File: src/rtl/nms_pkg.sv
package nms_pkg;

    localparam int MAX_BOXES = 64;
    localparam int IDX_W     = $clog2(MAX_BOXES);
    localparam int CNT_W     = IDX_W + 1;
    localparam int COORD_W   = 16;
    localparam int SCORE_W   = 16;
    localparam int SIDE_W    = COORD_W + 1;
    localparam int AREA_W    = 2 * SIDE_W - 1;
    localparam int UNI_W     = AREA_W + 1;
    localparam int THR_W     = 17;
    localparam int HALF_W    = UNI_W / 2;
    localparam int PROD_W    = THR_W + HALF_W;
    localparam int RHS_W     = PROD_W + HALF_W;
    localparam int LHS_W     = AREA_W + 16;
    localparam logic [THR_W-1:0] THR_RESET = THR_W'(32768);

    typedef struct packed {
        logic signed [COORD_W-1:0] left_x;
        logic signed [COORD_W-1:0] top_y;
        logic signed [COORD_W-1:0] right_x;
        logic signed [COORD_W-1:0] bottom_y;
    } box_t;

    typedef struct packed {
        box_t                box;
        logic [SCORE_W-1:0]  score;
        logic [AREA_W-1:0]   area;
    } entry_t;

    typedef struct packed {
        logic              en;
        logic [IDX_W-1:0]  addr;
        entry_t            data;
    } mem_wr_t;

    typedef struct packed {
        logic [CNT_W-1:0]  count;
        logic              overflow;
    } job_t;

    typedef struct packed {
        logic                valid;
        logic                final_box;
        logic                overflowed;
        box_t                box;
        logic [SCORE_W-1:0]  score;
    } result_t;

    // inclusive side length, zero when the edges are inverted
    function automatic logic [SIDE_W-1:0] side_len(
        input logic signed [COORD_W-1:0] lo,
        input logic signed [COORD_W-1:0] hi
    );
        logic signed [COORD_W+1:0] d;
        d = {{2{hi[COORD_W-1]}}, hi} - {{2{lo[COORD_W-1]}}, lo} + (COORD_W+2)'(1);
        return (d > 0) ? d[SIDE_W-1:0] : '0;
    endfunction

endpackage

File: src/rtl/nms_front.sv
module nms_front (
    input  logic                          clk,
    input  logic                          rst_n,
    input  logic                          accept,
    input  nms_pkg::box_t                 box,
    input  logic [nms_pkg::SCORE_W-1:0]   score,
    input  logic                          set_end,
    input  logic                          job_pop,
    output nms_pkg::mem_wr_t              wr,
    output nms_pkg::job_t                 job,
    output logic                          job_valid
);
    import nms_pkg::*;

    logic [CNT_W-1:0] count_reg;
    logic [CNT_W-1:0] count_next;
    logic             ovf_reg;
    logic             ovf_next;
    logic             job_valid_reg;
    job_t             job_reg;
    logic             room;
    logic [SIDE_W-1:0] w;
    logic [SIDE_W-1:0] h;

    assign room = (count_reg < CNT_W'(MAX_BOXES));
    assign w    = side_len(box.left_x, box.right_x);
    assign h    = side_len(box.top_y, box.bottom_y);

    always_comb
    begin
        wr.en            = accept && room;
        wr.addr          = count_reg[IDX_W-1:0];
        wr.data.box      = box;
        wr.data.score    = score;
        wr.data.area     = {{(AREA_W-SIDE_W){1'b0}}, w} * {{(AREA_W-SIDE_W){1'b0}}, h};
        count_next       = room ? count_reg + CNT_W'(1) : count_reg;
        ovf_next         = ovf_reg || !room;
    end

    always_ff @(posedge clk or negedge rst_n)
    begin
        if (!rst_n)
        begin
            count_reg     <= '0;
            ovf_reg       <= 1'b0;
            job_valid_reg <= 1'b0;
            job_reg       <= '0;
        end
        else
        begin
            if (job_pop)
                job_valid_reg <= 1'b0;
            if (accept)
            begin
                if (set_end)
                begin
                    job_reg.count    <= count_next;
                    job_reg.overflow <= ovf_next;
                    job_valid_reg    <= 1'b1;
                    count_reg        <= '0;
                    ovf_reg          <= 1'b0;
                end
                else
                begin
                    count_reg <= count_next;
                    ovf_reg   <= ovf_next;
                end
            end
        end
    end

    assign job       = job_reg;
    assign job_valid = job_valid_reg;

endmodule

File: config.mk
export PLATFORM = sky130hd
export DESIGN_NAME = nms_front
export DESIGN_NICKNAME = d
export VERILOG_FILES = /design/src/rtl/nms_pkg.sv /design/src/rtl/nms_front.sv
export SDC_FILE = /design/constraint.sdc
export NUM_CORES = 1
export LEC_CHECK = 0
export ABC_AREA = 1
export BUFFER_PORTS_ARGS = -buffer_cell sky130_fd_sc_hd__buf_2
export CORE_MARGIN = 2
export CORE_UTILIZATION = 65
export DETAILED_ROUTE_END_ITERATION = 7
export GPL_TIMING_DRIVEN = 0
export PLACE_DENSITY = 0.95
export SYNTH_ARGS = -nofsm -noshare
export SYNTH_HDL_FRONTEND = slang
export SYNTH_SLANG_ARGS = --single-unit
export TNS_END_PERCENT = 30
File: constraint.sdc
create_clock -name clk -period 17.55 [get_ports clk]
set_clock_uncertainty 0.2 [all_clocks]
set_input_delay 0.8775 -clock clk [delete_from_list [all_inputs] [get_ports clk]]
set_output_delay 0.8775 -clock clk [all_outputs]
set_load 0.005 [all_outputs]
==> results.py, run 1 <==
metrics = {
    "run_status": {
        "outcome": "complete, no violations",
    },
    "cts": {
        "cts_tree": "yes",
        "clk_pin_slew_ps": 50,
        "cts_inserted_buffers": 3,
        "postCtsSetupBuffers": 0,
        "clockBufferDepth": 2,
        "clkSinkCount": 17,
        "cts_root_buffer": "clkbuf_16",
        "cts_resized": 0,
        "clkLatencyLatePin_ps": 250,
        "htreeDepth": 1,
        "cts_hold_buf": 0,
    },
    "global_route": {
        "grt_max_degree": 18,
        "gr-total-overflow": 0,
        "grtUsageTotal_pct": 35.8,
        "antenna_found_initial": 0,
        "grt_pass1_vias": 13300,
        "grt_pass1_wl_um": 63000,
    },
    "timing": {
        "slew_headroom_pct": 50.1,
        "setup_viol": 0,
        "drv_slew": 0,
        "fin_crit_ps": 10460,
        "grt_setup_unrepaired": "false",
        "finalSetupTns_ps": 0,
        "worstMarginPinSlew_ps": 747,
        "fin_crit_sh_pct": 59.6,
        "whs_ps": 285,
        "hold_violations": 0,
        "max_freq_mhz": 95.6,
    },
    "logic_synthesis": {
        "synthCells": 1902,
        "synthArstFlopShare_pct": 100,
        "ys.flop_type": "dfrtp_1",
        "synth_common_cells": "450 x inv_1, 430 x nand2_1, 225 x fa_1",
        "synth_area_leaders": "fa_1 33%, ha_1 16%, inv_1 12%",
        "yosys_warnings": 0,
        "ys_ff_latch": 17,
        "ys_types": 34,
        "synth_edf_count": 0,
        "yosysTopAreaCellShare_pct": 33.1,
        "syn_area_um2": 13600,
        "syn-mean-instance-area_um2": 7.16,
        "synth_nets": 2381,
        "ys_seq_area_share_pct": 3.12,
        "synth_top_area_cell": "fa_1",
        "synth.most_common_cell": "inv_1",
    },
    "finish": {
        "final_layout_size_suffix_gt1_share_pct": 15.9,
        "area_growth_pct": 10.3,
        "largest_reg_flops": 8,
        "final_cell_area_um2": 15000,
        "nFillCells": 1653,
        "antenna_cells": 0,
        "fin_nets": 2582,
    },
    "worst_setup_path": {
        "crit_required_ps": 16470,
        "slowest_delay_ps": 540,
        "slowest_stage": "fa_1",
        "crit_fanout": 10,
        "arrival_ps": 9380,
        "crit_path_end_kind": "output port",
        "start_kind": "input pin",
        "path_class": "input pin to output port",
    },
    "die": {
        "design.die.area_um2": 22100,
        "initial_core_util_pct": 66.7,
        "row_count": 52,
        "coreArea_um2": 20400,
        "dieWidth_um": 149,
        "dieHeight_um": 149,
        "ios": 214,
    },
    "place": {
        "hpwl_um": 32700,
        "routabilityCongestion": 0.988,
        "place.port_buffers": 196,
        "post_dp_cell_area_um2": 14900,
    },
    "route": {
        "drt_iter0_drc": 1018,
        "dr_total_vias": 13000,
        "wl_um": 38200,
        "drtPass1Iterations": 6,
        "ant_nets": 0,
        "drc": 0,
        "viasPerCell": 5.48,
        "wire_per_inst_um": 16.1,
    },
    "power": {
        "power.total_mw": 1.56,
        "power.static_leakage_nw": 8.83,
        "ir_drop_uv": 133,
        "p_per_area_nw_per_um2": 104,
    },
    "flow_run": {
        "maxCapViolations": 0,
    },
    "worst_hold_path": {
        "hold_path.class": "flop to flop",
    },
}
layout make-up:
class / count / area, um2 / share of cell area (%)
Multi-Input combinational cell: 1305 / 10600 / 70.6
Inverter: 454 / 1700 / 11.3
Timing Repair Buffer: 196 / 981 / 6.53
Buffer: 126 / 886 / 5.90
Sequential cell: 17 / 425 / 2.83
Tap cell: 270 / 338 / 2.25
Clock buffer: 3 / 75.1 / 0.500
Clock inverter: 1 / 5.00 / 0.0333
metrics by stage:
stage	std cells	setup slack [ps]	util, %
after floorplan	1902	8760	-
after global placement	2368	7430	73.1
after detailed placement	2368	7260	73.1
after CTS	2372	7220	73.5
after global routing	2372	6560	73.5
final	2372	7090	73.5
path summary, 6_finish.rpt:
path                         startpoint            to  slack (ps)  depth (start not counted)
hold / removal                   job[6]        job[6]         280                          2
hold reg to reg                  job[6]        job[6]         280                          2
setup / recovery                 box[1]        wr[28]        7090                         41
max in group asynchronous         rst_n  count_reg[1]       16530                          1
setup reg to reg           count_reg[6]  count_reg[5]       15730                          8
min in group asynchronous         rst_n        job[6]         340                          1
power by group:
| group | switching, mW | internal (mW) | total [mW] |
|---|---|---|---|
| Combinational | 0.898 | 0.572 | 1.47 |
| Sequential | 0.00186 | 0.0418 | 0.0436 |
| Clock | 0.0152 | 0.0305 | 0.0457 |
critical path: cells and delay by family:
family | cells | cell delay (ps)
XOR/XNOR | 1 | 140
adder cells (fa/ha/maj) | 10 | 4110
buffers and inverters | 12 | 1260
AND/OR/NAND/NOR | 18 | 2960
layout by cell type (no fill, tap or decap), drive strengths merged:
| cell type | count |
|---|---|
| dfrtp | 17 |
| a21oi | 56 |
| o21bai | 4 |
| nor3 | 7 |
| nor4 | 2 |
| ha | 169 |
| or2 | 2 |
| inv | 453 |
| nand2 | 431 |
| buf | 312 |
| a211o | 1 |
| a21o | 2 |
| nand4 | 6 |
| xor2 | 22 |
| clkinv | 2 |
| nand3b | 8 |
| a22oi | 1 |
| nand3 | 84 |
| xnor2 | 14 |
| clkbuf | 13 |
| nor2 | 220 |
| a211oi | 1 |
| o21ai | 40 |
| o22ai | 5 |
| fa | 225 |
| nor3b | 1 |
| and2 | 4 |
routing by layer:
| metal | global-route usage [%] | routed length [um] | vias to the layer above | share of wire, % |
|---|---|---|---|---|
| met3 | 6.57 | 3720 | 129 | 9.7 |
| met1 | 43.4 | 14100 | 6222 | 37 |
| met2 | 63.7 | 18700 | 678 | 49 |
| li1 | - | - | 5970 | - |
| met5 | 0 | 0 | - | 0 |
| met4 | 13.5 | 1710 | 0 | 4.5 |
kinds of logic (layout without fill, tap and decap cells):
kind of cell               Yosys count  after routing  share of synthesized area (%)
adders and majority gates          394            394                           48.6
xor gates and xnor gates            36             36                           2.31
buffers and inverters              580            780                           19.0
AOI/OAI and AO/OA                  110            110                           4.26
and+or+nand+nor                    765            765                           22.7
DFF                                 17             17                           3.12
Note: power is estimated with default switching activity, not from simulation.
==> run 2, diff against run 1 <==
--- a/config.mk
+++ b/config.mk
@@ -8,10 +8,10 @@
 export ABC_AREA = 1
 export BUFFER_PORTS_ARGS = -buffer_cell sky130_fd_sc_hd__buf_2
 export CORE_MARGIN = 2
-export CORE_UTILIZATION = 65
+export CORE_UTILIZATION = 55
 export DETAILED_ROUTE_END_ITERATION = 7
 export GPL_TIMING_DRIVEN = 0
-export PLACE_DENSITY = 0.95
+export PLACE_DENSITY = 0.89
 export SYNTH_ARGS = -nofsm -noshare
 export SYNTH_HDL_FRONTEND = slang
 export SYNTH_SLANG_ARGS = --single-unit
==> constraint.sdc (replaced) <==
create_clock -name clk -period 9 [get_ports clk]
set_clock_uncertainty 0.2 [all_clocks]
set_input_delay 0.45 -clock clk [delete_from_list [all_inputs] [get_ports clk]]
set_output_delay 0.45 -clock clk [all_outputs]
set_load 0.005 [all_outputs]
==> run 2 against run 1 <==
- worst setup slack worse by 6900 ps
- sequential cell count stayed put
- total power is 120% higher
- hold slack worse by 74 ps
- via count is 0.43% higher
- sequential share of layout area is 0.18 points lower
- cell count is 3.9% higher
- cell area is 6.6% higher
- first-iteration DRC count is 16% lower
- register-to-register slack worse by 8600 ps
- sequential power is 95% higher
==> results.py, run 2 (same netlist as run 1, synthesis figures left out) <==
metrics = {
    "run_status": {
        "outcome": "complete, no violations",
    },
    "finish": {
        "final_layout_size_suffix_gt1_share_pct": 21.2,
        "utilization_pct": 65.8,
        "final_common_cell": "inv_1",
        "area_growth_pct": 17.5,
        "nFillCells": 2019,
        "largest_reg_flops": 8,
        "fin_nets": 2621,
        "layout_common_cells": "447 x inv_1, 411 x nand2_1, 220 x fa_1, 202 x buf_2, 188 x nor2_1",
        "multi_input_area_um2": 11100,
        "final_cell_area_um2": 16000,
        "final_cells": 2465,
        "ff_latch_area_um2": 425,
        "antenna_cells": 0,
    },
    "worst_setup_path": {
        "slowest_delay_ps": 540,
        "slowest_stage": "fa_1",
        "r2r-end": "job[6]",
        "arrival_ps": 8140,
        "cp_common_cell": "inv_1",
        "start_kind": "input pin",
        "crit_fanout": 8,
        "reg2reg_depth": 8,
        "r2r_setup_slack_ps": 7110,
        "r2r-start": "count_reg[6]",
        "crit_required_ps": 8350,
        "crit_path_end_kind": "output port",
        "path_class": "input pin to output port",
    },
    "route": {
        "wire_per_inst_um": 15.6,
        "viasPerCell": 5.30,
        "dr_total_vias": 13100,
        "drtPass1Iterations": 5,
        "drc": 0,
        "ant_nets": 0,
        "drt_iter0_drc": 857,
        "wl_um": 38400,
    },
    "die": {
        "initial_core_util_pct": 56.0,
        "dieWidth_um": 161,
        "coreArea_um2": 24300,
        "dieHeight_um": 161,
        "design.die.area_um2": 26000,
        "ios": 214,
        "row_count": 57,
    },
    "timing": {
        "fin_crit_ps": 8790,
        "worstMarginPinSlew_ps": 602,
        "hold_violations": 0,
        "whs_ps": 211,
        "max_freq_mhz": 114,
        "setup_viol": 0,
        "fin_crit_sh_pct": 97.7,
        "slew_headroom_pct": 59.4,
        "drv_slew": 0,
    },
    "power": {
        "power.static_leakage_nw": 9.14,
        "p_int_mw": 1.49,
        "p_sw_share_pct": 57.1,
        "power.total_mw": 3.47,
        "ir_drop_uv": 255,
        "power.clock.fraction_pct": 2.6,
        "power_frac_comb_pct": 95.0,
        "p_per_area_nw_per_um2": 217,
        "p_seq_share_pct": 2.4,
        "p_sw_mw": 1.98,
    },
    "flow_run": {
        "maxCapViolations": 0,
    },
    "global_route": {
        "antenna_found_initial": 0,
        "grtUsageTotal_pct": 28.9,
        "gr-total-overflow": 0,
        "grt_pass1_wl_um": 60700,
        "grt_max_degree": 18,
        "grt_pass1_vias": 13000,
    },
    "place": {
        "hpwl_um": 31800,
        "place.port_buffers": 196,
        "dp.cells": 2422,
        "post_dp_cell_area_um2": 15000,
        "routabilityCongestion": 0.980,
    },
    "cts": {
        "clkLatencyLatePin_ps": 250,
        "cts_tree": "yes",
        "cts_inserted_buffers": 3,
        "clkSinkCount": 17,
        "clockBufferDepth": 2,
        "cts_root_buffer": "clkbuf_16",
        "clk_pin_slew_ps": 50,
        "htreeDepth": 1,
    },
    "worst_hold_path": {
        "hold_end": "job_valid",
        "min_from": "job_pop",
        "hold_depth": 2,
        "hold_path.class": "input pin to flop",
    },
}
[run 2: changes by cell type in the layout (fill, tap and decap cells not counted), moves of 8 or more]
cell     change
nand2_1     -19
buf_2       -15
nand3_2     +15
buf_4       +34
nand2_2     +18
nand3_1     -17
ha_1         -8
nor2_1      -20
nor2_4      +21
[run 2: worst max path at each step]
| stage | startpoint | end | slack, ps | cells past startpoint |
|---|---|---|---|---|
| detailed placement | box[1] | wr[28] | -550 | 41 |
| CTS | box[1] | wr[28] | -50 | 45 |
| global placement | box[1] | wr[28] | -350 | 41 |
| global route | box[1] | wr[27] | -180 | 40 |
| floorplan | box[1] | wr[28] | 1070 | 42 |
| finish | box[1] | wr[31] | 210 | 42 |
[run 2: cell type report]
type / instances / area share, %
multi-input combinational: 1305 / 69.1
inverter: 454 / 10.7
timing repair buffer: 236 / 8.38
buffer: 125 / 6.19
sequential: 17 / 2.66
tap: 324 / 2.53
clock buffer: 3 / 0.469
clock inverter: 1 / 0.0313
[run 2: worst max-delay path, delay by kind of cell]
kind	cells	cell delay [ps]
buffers and inverters	13	1080
adders and majority gates	10	4140
AOI/OAI and AO/OA	1	100
xor gates and xnor gates	1	140
and+or+nand+nor	17	2220
[run 2: metal layers]
layer / GRT usage (%) / routed length (um) / part of all wire (%)
met1: 34.6 / 13700 / 36
met2: 51.7 / 18800 / 49
met3: 3.98 / 3590 / 9.4
met4: 12.8 / 2210 / 5.8
met5: 0 / 0 / 0
[run 2: what timing repair did]
action	in CTS	in global routing
hold endpoints to repair	17	0
gates cloned	0	5
hold buffers	1	0
setup buffers	1	33
setup endpoints to repair	14	20
pin swaps	1	33
gates resized for setup	21	139
[run 2: through the flow]
| step | worst slack (ps) | TNS [ps] |
|---|---|---|
| floorplan | 1070 | 0 |
| global placement | -351 | -1840 |
| detailed placement | -554 | -3550 |
| CTS | -46.0 | -46.0 |
| global route | -184 | -575 |
| finish | 211 | 0 |
[run 2: power by group through the flow]
stage,clock (mW),sequential (mW),combinational (mW)
after floorplan,0,0.0859,1.96
after global placement,0,0.0858,2.75
after detailed placement,0,0.0864,2.84
after CTS,0.0905,0.0851,2.91
after global routing,0.0942,0.0854,3.67
final,0.0893,0.0851,3.30
==> run 3, diff against run 2 <==
--- a/config.mk
+++ b/config.mk
@@ -5,13 +5,13 @@
 export SDC_FILE = /design/constraint.sdc
 export NUM_CORES = 1
 export LEC_CHECK = 0
-export ABC_AREA = 1
+export ABC_AREA = 0
 export BUFFER_PORTS_ARGS = -buffer_cell sky130_fd_sc_hd__buf_2
 export CORE_MARGIN = 2
-export CORE_UTILIZATION = 55
+export CORE_UTILIZATION = 54
 export DETAILED_ROUTE_END_ITERATION = 7
-export GPL_TIMING_DRIVEN = 0
-export PLACE_DENSITY = 0.89
+export GPL_ROUTABILITY_DRIVEN = 0
+export PLACE_DENSITY = 0.88
 export SYNTH_ARGS = -nofsm -noshare
 export SYNTH_HDL_FRONTEND = slang
 export SYNTH_SLANG_ARGS = --single-unit
==> run 3 against run 2 <==
- the run now ends with setup timing left
- global-route usage is 0.64 points lower
- clock power decreased by 2%
- core utilization about the same
- synthesized cell count shrank 16%
- sequential cell count is the same
- critical path depth shrank 5
- total power decreased by 16%
- worst setup slack got worse by 350 ps
- wire length shrank 3.6%
- combinational power shrank 17%
- cell area decreased by 3.5%
==> results.py, run 3 <==
metrics = {
    "global_route": {
        "grt_max_degree": 32,
        "antenna_found_initial": 0,
        "grt_pass1_vias": 12500,
        "grt_pass1_wl_um": 58700,
        "gr-total-overflow": 0,
        "grtUsageTotal_pct": 28.2,
    },
    "finish": {
        "fin_nets": 2297,
        "nFillCells": 1718,
        "final_cells": 2136,
        "final_cell_area_um2": 15500,
        "final_common_cell": "inv_1",
        "area_growth_pct": 19.4,
        "final_layout_size_suffix_gt1_share_pct": 25.2,
        "layout_common_cells": "310 x inv_1, 218 x fa_1, 212 x nand2_1, 179 x buf_2, 168 x buf_4",
        "antenna_cells": 0,
        "largest_reg_flops": 8,
    },
    "timing": {
        "worstMarginPinSlew_ps": 648,
        "fin_crit_ps": 9140,
        "max_freq_mhz": 109,
        "slew_headroom_pct": 56.5,
        "setup_viol": 6,
        "drv_slew": 0,
        "hold_violations": 0,
        "layout_setup_ws_ps": -139,
        "grt_setup_unrepaired": "true",
        "fin_crit_sh_pct": 102,
    },
    "die": {
        "dieWidth_um": 159,
        "initial_core_util_pct": 55.2,
        "ios": 214,
        "row_count": 56,
        "dieHeight_um": 159,
        "coreArea_um2": 23500,
        "design.die.area_um2": 25200,
    },
    "route": {
        "wl_um": 37000,
        "dr_total_vias": 12000,
        "viasPerCell": 5.60,
        "ant_nets": 0,
        "drtPass1Iterations": 7,
        "wire_per_inst_um": 17.3,
        "drc": 0,
        "drt_iter0_drc": 990,
    },
    "place": {
        "post_dp_cell_area_um2": 14700,
        "dp.cells": 2115,
        "place.port_buffers": 181,
        "hpwl_um": 30300,
    },
    "worst_setup_path": {
        "crit_fanout": 6,
        "crit_required_ps": 8350,
        "crit_path_end_kind": "output port",
        "arrival_ps": 8490,
        "path_class": "input pin to output port",
        "start_kind": "input pin",
        "slowest_stage": "fa_2",
        "cp_common_cell": "fa_2",
        "slowest_delay_ps": 570,
    },
    "power": {
        "ir_drop_uv": 197,
        "p_seq_share_pct": 2.9,
        "p_sw_share_pct": 51.6,
        "p_int_mw": 1.41,
        "power.static_leakage_nw": 8.43,
        "p_sw_mw": 1.51,
        "p_per_area_nw_per_um2": 189,
        "power_frac_comb_pct": 94.1,
        "power.clock.fraction_pct": 3.0,
    },
    "cts": {
        "clkSinkCount": 17,
        "htreeDepth": 1,
        "cts_tree": "yes",
        "cts_inserted_buffers": 3,
        "clkLatencyLatePin_ps": 240,
        "clk_pin_slew_ps": 50,
        "clockBufferDepth": 2,
        "cts_root_buffer": "clkbuf_16",
    },
    "worst_hold_path": {
        "hold_path.class": "input pin to flop",
    },
    "logic_synthesis": {
        "ys.flop_type": "dfrtp_1",
        "yosysTopAreaCellShare_pct": 34.8,
        "ys_ff_latch": 17,
        "synth_top_area_cell": "fa_1",
        "syn_area_um2": 12900,
        "synth_common_cells": "322 x inv_1, 225 x fa_1, 216 x nand2_1",
        "synth_edf_count": 0,
        "yosys_warnings": 0,
        "synthArstFlopShare_pct": 100,
        "synthCells": 1589,
        "ys_seq_area_share_pct": 3.29,
        "synth_area_leaders": "fa_1 35%, ha_1 16%, inv_1 9.3%",
        "syn-mean-instance-area_um2": 8.15,
        "synth_nets": 2068,
        "synth.most_common_cell": "inv_1",
        "ys_types": 63,
    },
    "run_status": {
        "outcome": "finished, violations left",
        "violations": "setup timing",
    },
    "flow_run": {
        "maxCapViolations": 0,
    },
}
==> run 3: changes by cell type after synthesis, sizes merged, moves of 21 or more <==
cell	change
nand2	-215
xnor2	+25
a21o	+21
inv	-131
and2	+28
a21oi	-21
clkbuf	+26
nand3	-70
and3	+21
nor2	-81
==> run 3: path summary, 6_finish.rpt <==
check	slack (ps)	cells after the start	end	startpoint
max in group asynchronous	7830	2	job_valid	rst_n
min in group asynchronous	500	2	count_reg[4]	rst_n
hold / removal	190	2	job_valid	job_pop
setup reg to reg	7260	6	count_reg[5]	count_reg[6]
setup / recovery	-140	37	wr[31]	box[17]
hold reg to reg	280	2	job[4]	job[4]
==> run 3: metrics by stage <==
step / setup TNS (ps) / power, mW / hold WS [ps] / setup slack (ps) / utilization (%)
floorplan: 0 / 1.52 / -45.6 / 178 / -
global placement: -1110 / 2.40 / 181 / -255 / 62.8
detailed placement: -5750 / 2.51 / 190 / -708 / 62.8
CTS: 0 / 2.71 / 193 / 9.63 / 64.1
global route: -2990 / 3.19 / 199 / -380 / 65.8
finish: -574 / 2.92 / 195 / -139 / 65.8
==> run 3: final cells by class <==
| cell class | count | area, um2 | area share, % |
|---|---|---|---|
| clock buffers | 3 | 75.1 | 0.486 |
| clock inverters | 1 | 5.00 | 0.0324 |
| well taps | 319 | 399 | 2.58 |
| flip-flops and latches | 17 | 425 | 2.75 |
| inverters | 322 | 1210 | 7.85 |
| repair buffers | 360 | 2380 | 15.4 |
| multi-input cells | 1114 | 11000 | 70.9 |
==> run 3: what timing repair did <==
item	in CTS	in global routing
gates resized for setup	36	80
hold buffers	1	0
buffers inserted	8	10
pin swaps	16	55
endpoints found under the setup margin	17	17
endpoints found under the hold margin	17	0
==> run 3: cell families after synthesis <==
group | count (synthesis) | share of synthesized area, %
flip-flops | 17 | 3.29
buffers and inverters | 458 | 16.0
AO/OA/AOI/OAI | 178 | 9.24
AND/OR/NAND/NOR | 489 | 16.7
adder cells (fa/ha/maj) | 394 | 51.1
multiplexers | 1 | 0.0773
XOR/XNOR | 52 | 3.52
==> run 3: layer usage <==
layer	GRT usage (%)	vias up	share of wire, %
met4	15.8	0	7.4
met2	50.9	697	50
li1	-	5296	-
met3	3.63	239	8.6
met5	0	-	0
met1	32.3	5739	34
==> run 3: power by group through the flow <==
stage,Clock (mW),Combinational [mW],Sequential [mW]
finish,0.0878,2.75,0.0855
floorplan,0,1.43,0.0864
global placement,0,2.31,0.0864
CTS,0.0889,2.54,0.0855
detailed placement,0,2.42,0.0868
global route,0.0926,3.02,0.0862
==> run 3: critical path: cells and delay by family <==
kind	cells	cell delay, ps
fa+ha+maj	10	4030
compound gates	11	1960
simple gates	5	900
buf+inv	9	790
xor+xnor	2	340
